===== config.mk =====
export PLATFORM = sky130hd
export DESIGN_NAME = multigrid_readout_parser_filter
export DESIGN_NICKNAME = d
export VERILOG_FILES = /design/src/sv/mrpf_pkg.sv /design/src/sv/mrpf_front.sv /design/src/sv/mrpf_queue.sv /design/src/sv/mrpf_back.sv /design/src/sv/multigrid_readout_parser_filter.sv
export SDC_FILE = /design/constraint.sdc
export NUM_CORES = 1
export LEC_CHECK = 0
export BUFFER_PORTS_ARGS = -buffer_cell sky130_fd_sc_hd__buf_2
export CAP_MARGIN = 30
export CORE_MARGIN = 5
export CORE_UTILIZATION = 42
export DETAILED_ROUTE_END_ITERATION = 7
export GPL_TIMING_DRIVEN = 0
export PLACE_DENSITY = 0.62
export SLEW_MARGIN = 15
export SYNTH_ARGS = -nofsm -noshare
export SYNTH_HDL_FRONTEND = slang
export SYNTH_HIERARCHICAL = 1
export SYNTH_SLANG_ARGS = --single-unit

===== constraint.sdc =====
create_clock -name i_clk -period 6.64 [get_ports i_clk]
set_input_delay 1.328 -clock i_clk [delete_from_list [all_inputs] [get_ports i_clk]]
set_output_delay 1.328 -clock i_clk [all_outputs]
set_load 0.01 [all_outputs]

===== src/sv/mrpf_pkg.sv =====
`timescale 1ns / 1ps
// Shared types and constants of the readout parser and filter.
// No dependencies.
package mrpf_pkg;

    localparam int NUM_ADC = 8;
    localparam int IDX_W   = $clog2(NUM_ADC);
    localparam int ADC_W   = 14;
    localparam int TIME_W  = 30;
    localparam int WCNT_W  = 12;
    localparam int MOD_W   = 8;
    localparam int CFG_IDX_W = 3;

    localparam logic [IDX_W-1:0] ADC_LAST = IDX_W'(NUM_ADC - 1);

    localparam logic [31:0]       ID_MASK_RST    = 32'hff00_0000;
    localparam logic [WCNT_W-1:0] WORD_COUNT_RST = 12'd8;

    localparam logic [CFG_IDX_W-1:0] CFG_ID_MASK      = 3'd0;
    localparam logic [CFG_IDX_W-1:0] CFG_HEADER_IDENT = 3'd1;
    localparam logic [CFG_IDX_W-1:0] CFG_DATA_IDENT   = 3'd2;
    localparam logic [CFG_IDX_W-1:0] CFG_FOOTER_IDENT = 3'd3;
    localparam logic [CFG_IDX_W-1:0] CFG_WORD_COUNT   = 3'd4;
    localparam logic [CFG_IDX_W-1:0] CFG_WIRE_THR     = 3'd5;
    localparam logic [CFG_IDX_W-1:0] CFG_GRID_THR     = 3'd6;

    typedef logic [ADC_W-1:0] t_adc;

    typedef enum logic [1:0] {
        PH_HUNT = 2'd0,
        PH_DATA = 2'd1,
        PH_FOOT = 2'd2
    } t_phase;

    typedef struct packed {
        logic              hdr;
        logic              dat;
        logic              ftr;
        logic              eob;
        logic [TIME_W-1:0] word;
    } t_item;

endpackage


===== src/sv/mrpf_front.sv =====
`timescale 1ns / 1ps
// Front classifier: tags each readout word as header, data or footer.
// Depends on mrpf_pkg.
module mrpf_front
    import mrpf_pkg::*;
(
    input  logic [31:0]       i_word,
    input  logic              i_eob,
    input  logic [31:0]       i_id_mask,
    input  logic [31:0]       i_header_ident,
    input  logic [31:0]       i_data_ident,
    input  logic [31:0]       i_footer_ident,
    input  logic [WCNT_W-1:0] i_word_count,
    output t_item             o_item
);

    logic [31:0] w_tag;

    assign w_tag = i_word & i_id_mask;

    always_comb begin
        o_item.hdr  = (w_tag == i_header_ident) && (i_word[WCNT_W-1:0] == i_word_count);
        o_item.dat  = (w_tag == i_data_ident);
        o_item.ftr  = (w_tag == i_footer_ident);
        o_item.eob  = i_eob;
        o_item.word = i_word[TIME_W-1:0];
    end

endmodule


===== src/sv/mrpf_queue.sv =====
`timescale 1ns / 1ps
// Two-entry queue of classified words between front and back.
// Depends on mrpf_pkg.
module mrpf_queue
    import mrpf_pkg::*;
(
    input  logic  i_clk,
    input  logic  i_rst_n,
    input  logic  i_push,
    input  t_item i_item,
    output logic  o_full,
    output logic  o_valid,
    output t_item o_item,
    input  logic  i_pop
);

    t_item       r_mem [2];
    logic        r_wr_ptr;
    logic        r_rd_ptr;
    logic [1:0]  r_cnt;
    logic        n_wr_ptr;
    logic        n_rd_ptr;
    logic [1:0]  n_cnt;

    assign o_full  = (r_cnt == 2'd2);
    assign o_valid = (r_cnt != 2'd0);
    assign o_item  = r_mem[r_rd_ptr];

    always_comb begin
        n_wr_ptr = i_push ? ~r_wr_ptr : r_wr_ptr;
        n_rd_ptr = i_pop  ? ~r_rd_ptr : r_rd_ptr;
        n_cnt    = r_cnt + 2'(i_push) - 2'(i_pop);
    end

    always_ff @(posedge i_clk) begin
        if (!i_rst_n) begin
            r_wr_ptr <= 1'b0;
            r_rd_ptr <= 1'b0;
            r_cnt    <= 2'd0;
        end else begin
            r_wr_ptr <= n_wr_ptr;
            r_rd_ptr <= n_rd_ptr;
            r_cnt    <= n_cnt;
        end
    end

    always_ff @(posedge i_clk) begin
        if (i_push) begin
            r_mem[r_wr_ptr] <= i_item;
        end
    end

endmodule


===== src/sv/mrpf_back.sv =====
`timescale 1ns / 1ps
// Back end: frame parser, ADC hold registers, threshold filter and result register.
// Depends on mrpf_pkg.
module mrpf_back
    import mrpf_pkg::*;
(
    input  logic              i_clk,
    input  logic              i_rst_n,
    input  logic              i_q_valid,
    input  t_item             i_q_item,
    output logic              o_q_pop,
    input  logic [ADC_W-1:0]  i_wire_thr,
    input  logic [ADC_W-1:0]  i_grid_thr,
    output logic              o_out_valid,
    input  logic              i_out_ready,
    output logic [MOD_W-1:0]  o_module_res,
    output t_adc              o_adc [NUM_ADC],
    output logic [TIME_W-1:0] o_timestamp,
    output logic              o_valid_res
);

    t_phase             r_phase;
    t_phase             n_phase;
    logic [IDX_W-1:0]   r_idx;
    logic [IDX_W-1:0]   n_idx;
    logic [MOD_W-1:0]   r_module;
    logic [MOD_W-1:0]   n_module;
    t_adc               r_adc [NUM_ADC];
    logic               r_out_valid;
    logic [MOD_W-1:0]   r_out_module;
    t_adc               r_out_adc [NUM_ADC];
    logic [TIME_W-1:0]  r_out_time;
    logic               r_out_ok;
    logic               w_take;
    logic               w_adc_we;
    logic               w_emit;
    logic               w_ok;

    assign w_take  = i_q_valid && (!r_out_valid || i_out_ready);
    assign o_q_pop = w_take;

    always_comb begin
        n_phase  = r_phase;
        n_idx    = r_idx;
        n_module = r_module;
        if (w_take) begin
            unique case (r_phase)
                PH_DATA: begin
                    if (i_q_item.dat) begin
                        n_idx = r_idx + IDX_W'(1);
                        if (r_idx == ADC_LAST) begin
                            n_phase = PH_FOOT;
                        end
                    end else begin
                        n_phase = PH_HUNT;
                    end
                end
                PH_FOOT: begin
                    n_phase = PH_HUNT;
                end
                default: begin
                    if (i_q_item.hdr) begin
                        n_module = i_q_item.word[23:16];
                        n_idx    = '0;
                        n_phase  = PH_DATA;
                    end else begin
                        n_phase = PH_HUNT;
                    end
                end
            endcase
            if (i_q_item.eob) begin
                n_phase  = PH_HUNT;
                n_idx    = '0;
                n_module = '0;
            end
        end
    end

    always_comb begin
        w_adc_we = 1'b0;
        w_emit   = 1'b0;
        unique case (r_phase)
            PH_DATA: w_adc_we = w_take && i_q_item.dat;
            PH_FOOT: w_emit   = w_take && i_q_item.ftr;
            default: begin
                w_adc_we = 1'b0;
                w_emit   = 1'b0;
            end
        endcase
    end

    assign w_ok = (r_adc[0] >= i_wire_thr) && (r_adc[4] >= i_grid_thr) &&
                  (r_adc[1] <  i_wire_thr) && (r_adc[5] <  i_grid_thr);

    always_ff @(posedge i_clk) begin
        if (!i_rst_n) begin
            r_phase     <= PH_HUNT;
            r_idx       <= '0;
            r_module    <= '0;
            r_out_valid <= 1'b0;
        end else begin
            r_phase  <= n_phase;
            r_idx    <= n_idx;
            r_module <= n_module;
            if (w_emit) begin
                r_out_valid <= 1'b1;
            end else if (i_out_ready) begin
                r_out_valid <= 1'b0;
            end
        end
    end

    always_ff @(posedge i_clk) begin
        if (w_adc_we) begin
            r_adc[r_idx] <= i_q_item.word[ADC_W-1:0];
        end
        if (w_emit) begin
            r_out_module <= r_module;
            r_out_adc    <= r_adc;
            r_out_time   <= i_q_item.word;
            r_out_ok     <= w_ok;
        end
    end

    assign o_out_valid  = r_out_valid;
    assign o_module_res = r_out_module;
    assign o_adc        = r_out_adc;
    assign o_timestamp  = r_out_time;
    assign o_valid_res  = r_out_ok;

endmodule


===== src/sv/multigrid_readout_parser_filter.sv =====
`timescale 1ns / 1ps
// Top level of the readout parser and single-hit filter: configuration registers,
// front classifier, queue and back-end parser. Depends on mrpf_pkg and its submodules.
//
//   Channel   Handshake                    Payload
//   input     i_in_valid / o_in_ready      i_word, i_end_of_buffer
//   output    o_out_valid / i_out_ready    o_module_res, o_adc0..7, o_timestamp, o_valid_res
//   config    i_cfg_valid / o_cfg_ready    i_cfg_index, i_cfg_data
//
// One request is accepted per cycle while the two-entry queue has room.
// The parser takes one queued request per cycle unless a result waits on the output.
// An accepted footer request is written into the queue, and the parser then loads the result register from it.
// While a result waits, the queue takes requests until both its entries are full; then the input stalls.
// Reset is synchronous and active low; it resets the parser, the queue and the configuration registers.
module multigrid_readout_parser_filter
    import mrpf_pkg::*;
(
    input  logic                 i_clk,
    input  logic                 i_rst_n,
    input  logic                 i_in_valid,
    output logic                 o_in_ready,
    input  logic [31:0]          i_word,
    input  logic                 i_end_of_buffer,
    output logic                 o_out_valid,
    input  logic                 i_out_ready,
    output logic [MOD_W-1:0]     o_module_res,
    output logic [ADC_W-1:0]     o_adc0,
    output logic [ADC_W-1:0]     o_adc1,
    output logic [ADC_W-1:0]     o_adc2,
    output logic [ADC_W-1:0]     o_adc3,
    output logic [ADC_W-1:0]     o_adc4,
    output logic [ADC_W-1:0]     o_adc5,
    output logic [ADC_W-1:0]     o_adc6,
    output logic [ADC_W-1:0]     o_adc7,
    output logic [TIME_W-1:0]    o_timestamp,
    output logic                 o_valid_res,
    input  logic                 i_cfg_valid,
    output logic                 o_cfg_ready,
    input  logic [CFG_IDX_W-1:0] i_cfg_index,
    input  logic [31:0]          i_cfg_data
);

    logic [31:0]       r_id_mask;
    logic [31:0]       r_header_ident;
    logic [31:0]       r_data_ident;
    logic [31:0]       r_footer_ident;
    logic [WCNT_W-1:0] r_word_count;
    logic [ADC_W-1:0]  r_wire_thr;
    logic [ADC_W-1:0]  r_grid_thr;

    t_item             w_front_item;
    t_item             w_q_item;
    logic              w_q_full;
    logic              w_q_valid;
    logic              w_push;
    logic              w_pop;
    t_adc              w_adc [NUM_ADC];

    assign o_cfg_ready = 1'b1;

    always_ff @(posedge i_clk) begin
        if (!i_rst_n) begin
            r_id_mask      <= ID_MASK_RST;
            r_header_ident <= '0;
            r_data_ident   <= '0;
            r_footer_ident <= '0;
            r_word_count   <= WORD_COUNT_RST;
            r_wire_thr     <= '0;
            r_grid_thr     <= '0;
        end else if (i_cfg_valid) begin
            unique case (i_cfg_index)
                CFG_ID_MASK:      r_id_mask      <= i_cfg_data;
                CFG_HEADER_IDENT: r_header_ident <= i_cfg_data;
                CFG_DATA_IDENT:   r_data_ident   <= i_cfg_data;
                CFG_FOOTER_IDENT: r_footer_ident <= i_cfg_data;
                CFG_WORD_COUNT:   r_word_count   <= i_cfg_data[WCNT_W-1:0];
                CFG_WIRE_THR:     r_wire_thr     <= i_cfg_data[ADC_W-1:0];
                CFG_GRID_THR:     r_grid_thr     <= i_cfg_data[ADC_W-1:0];
                default: begin
                end
            endcase
        end
    end

    assign o_in_ready = !w_q_full;
    assign w_push     = i_in_valid && !w_q_full;

    mrpf_front u_front (
        .i_word         (i_word),
        .i_eob          (i_end_of_buffer),
        .i_id_mask      (r_id_mask),
        .i_header_ident (r_header_ident),
        .i_data_ident   (r_data_ident),
        .i_footer_ident (r_footer_ident),
        .i_word_count   (r_word_count),
        .o_item         (w_front_item)
    );

    mrpf_queue u_queue (
        .i_clk   (i_clk),
        .i_rst_n (i_rst_n),
        .i_push  (w_push),
        .i_item  (w_front_item),
        .o_full  (w_q_full),
        .o_valid (w_q_valid),
        .o_item  (w_q_item),
        .i_pop   (w_pop)
    );

    mrpf_back u_back (
        .i_clk        (i_clk),
        .i_rst_n      (i_rst_n),
        .i_q_valid    (w_q_valid),
        .i_q_item     (w_q_item),
        .o_q_pop      (w_pop),
        .i_wire_thr   (r_wire_thr),
        .i_grid_thr   (r_grid_thr),
        .o_out_valid  (o_out_valid),
        .i_out_ready  (i_out_ready),
        .o_module_res (o_module_res),
        .o_adc        (w_adc),
        .o_timestamp  (o_timestamp),
        .o_valid_res  (o_valid_res)
    );

    assign o_adc0 = w_adc[0];
    assign o_adc1 = w_adc[1];
    assign o_adc2 = w_adc[2];
    assign o_adc3 = w_adc[3];
    assign o_adc4 = w_adc[4];
    assign o_adc5 = w_adc[5];
    assign o_adc6 = w_adc[6];
    assign o_adc7 = w_adc[7];

`ifndef SYNTHESIS
    a_empty_accepts: assert property (@(posedge i_clk) disable iff (!i_rst_n)
        !w_q_valid |-> o_in_ready)
        else $error("Input stalled while the queue is empty.");

    a_pop_needs_item: assert property (@(posedge i_clk) disable iff (!i_rst_n)
        w_pop |-> w_q_valid)
        else $error("Parser took a word from an empty queue.");

    a_result_from_footer: assert property (@(posedge i_clk) disable iff (!i_rst_n)
        $rose(o_out_valid) |-> $past(w_pop && w_q_item.ftr))
        else $error("Result raised without a footer taken from the queue.");
`endif

endmodule


==> results.toml <==
[placement]
post-place-ws_ns = 3.15
dp_hpwl_um = 35200
gp_congestion = 0.892
port_buffers = 220

[pwr]
ir_drop_v = 0.000189
power_leakage_nw = 9.36
power_density_mw_per_mm2 = 297
total_power_mw = 7.23

[grt]
overflow = 0
grt_pass1_wl_um = 72300
grt_use_total_pct = 17.5
grt_max_degree = 123
antenna_found_initial = 5
grt_pass1_vias = 12300

[sta]
max_freq_mhz = 352
rsz0062_at_grt = "no"
setup_slack_ns = 3.80
skew_ns = 0.0262
final-max-slew-violation-count = 0
finalHoldViolCount = 0
fin_crit_ns = 2.84
fin_crit_sh_pct = 42.8
finalSetupViolCount = 0
worst-slew-pin-transition_ns = 0.877
slew_headroom_pct = 41.4

[critical_path]
end_kind = "flop"
startpoint_type = "input port"
worstPathArrival_ns = 3.14
critPathKind = "in2reg"
crit_required_ns = 6.94
critPathMaxFanout = 11

[routing]
drt-total-wl_um = 47400
firstDrtPassIters = 4
avgViaCountPerCell = 4.94
vias = 11800
drc_errors = 0
drt_iter0_markers = 675
detail-route-antenna-nets = 0
wl_per_cell_um = 19.9

[clock_network]
post_cts_resized = 0
cts_made_buffers = 52
root_buffer = "clkbuf_16"
cts_tree = "built"
cts_buffer_depth = 3
post_cts_buffers = 0
numClockSinks = 518
clk_latency_ns = 0.61
htreeDepth = 2
clkSlewWorstSetupHoldPaths_ns = 0.06
hold_buffers = 0

[synthesis]
synth_compound_area_share_pct = 2.37
synth_common_cells = "edfxtp_1 (331), nand2_1 (231), dfxtp_1 (187)"
synth_fp_nets = 1573
synth_ff_type = "edfxtp_1"
syn_area_mm2 = 0.0205
synth_edf_count = 331
synth_top_area_share_pct = 48.4
synth-xor-area-share_pct = 4.55
async_flop_share_pct = 0
synth_warnings = 6
syn_avg_cell_area_um2 = 14.3
yosysMostFrequentCell = "edfxtp_1"
yosysSeqAreaShare_pct = 66.6
synth.top_cells.by_area = "edfxtp_1 (48%), dfxtp_1 (18%), mux2i_1 (8.2%)"
yosysTopAreaCell = "edfxtp_1"
synth_adder_area_share_pct = 3.66
synthSimpleGateAreaFrac_pct = 8.60
ys_ff_latch = 518
netlist_instances = 1440
yosys.cell_types.count = 63
synth_mux_area_share_pct = 10.6
synth_top_family_by_area = "multiplexers"

[cells_and_area]
areaGrowthSynthToFinish_pct = 18.5
nets = 1856
drive_gt1_share_pct = 24.4
fin_util_pct = 50.0

[die]
start_util_pct = 42.2
die_x_um = 231
dieArea_mm2 = 0.0534
core.rowCount = 81
die_h_um = 231
ios = 227
core-area_mm2 = 0.0486

[flow_run]
drv_cap = 0

[worst_hold_path]
hp-class = "reg2reg"

[status]
status = "finished clean"
==> layer usage <==
metal	vias up	GRT usage, %	wire (um)
li1	5668	-	-
met1	5781	22.3	20300
met2	256	30.5	23400
met3	85	3.69	2400
met4	6	4.96	1260
met5	-	0	29
==> cell type report <==
type | count | area, um2
clock inverters | 25 | 272
plain buffers | 83 | 588
fillers | 4174 | 24300
diodes | 3 | 7.51
well taps | 622 | 778
clock buffers | 68 | 1450
multi-input cells | 800 | 6150
flip-flops and latches | 518 | 13700
repair buffers | 229 | 1250
inverters | 39 | 154
==> cells in the final DEF (no fill, tap or decap), types with 25 or more instances in the layout <==
master	netlist	layout
edfxtp_1	331	331
buf_2	17	237
nand2_1	231	231
dfxtp_1	187	187
mux2i_1	168	168
xnor2_1	100	100
ha_1	60	60
clkbuf_16	0	54
buf_4	37	39
inv_1	39	38
nor2b_1	34	33
mux2_4	30	30
clkbuf_1	16	25
==> per-stage QoR <==
step	cells	cell area, um2	hold slack [ns]	setup TNS, ns
final	2387	24300	0.417	0
after global routing	2385	24300	0.424	0
after CTS	2384	24300	0.417	0
after detailed placement	2291	22600	0.405	0
after global placement	2282	22400	0.402	-1.85
after floorplan	1440	20500	0.400	0
==> final timing paths <==
kind	startpoint	to	slack, ns	cells past startpoint
hold / removal	u_back/r_adc[60]	u_back/o_adc[60]	0.42	0
setup / recovery	i_out_ready	u_back/r_adc[100]	3.80	7
hold reg to reg	u_back/r_adc[60]	u_back/o_adc[60]	0.42	0
setup reg to reg	flop	u_back/r_adc[100]	4.08	7
==> registers in the layout, indices dropped and copies added (netlist names), 2 cells and up, named ones only <==
name	flops
u_queue/r_mem	68
u_back/r_adc	112
u_back/r_idx	3
r_id_mask	32
r_grid_thr	14
u_back/r_phase	2
u_back/r_module	8
u_back/o_timestamp	30
u_queue/r_cnt	2
u_back/o_module_res	8
r_wire_thr	14
r_data_ident	32
r_header_ident	32
r_footer_ident	32
r_word_count	12
u_back/o_adc	112
==> report_power, final <==
part	total, mW	leakage [nW]	switching [mW]	internal (mW)
Sequential	3.63	4.52	0.0371	3.59
Clock	2.90	0.823	1.24	1.66
Combinational	0.708	4.02	0.402	0.306
Total	7.23	9.36	1.67	5.56
==> worst max-delay path: stages <==
cell	delay, ns
buf_2	0.07
nand2b_1	0.10
and2_1	0.12
buf_2	0.23
or3b_2	0.55
nor3_2	0.44
buf_4	0.30
==> cells by family after synthesis <==
group / after synthesis
DFF: 518
and+or+nand+nor: 364
muxes: 202
buffers and inverters: 122
xor gates and xnor gates: 105
AOI/OAI and AO/OA: 68
adders and majority gates: 60
other: 1
Note: power is estimated with default switching activity, not from simulation.
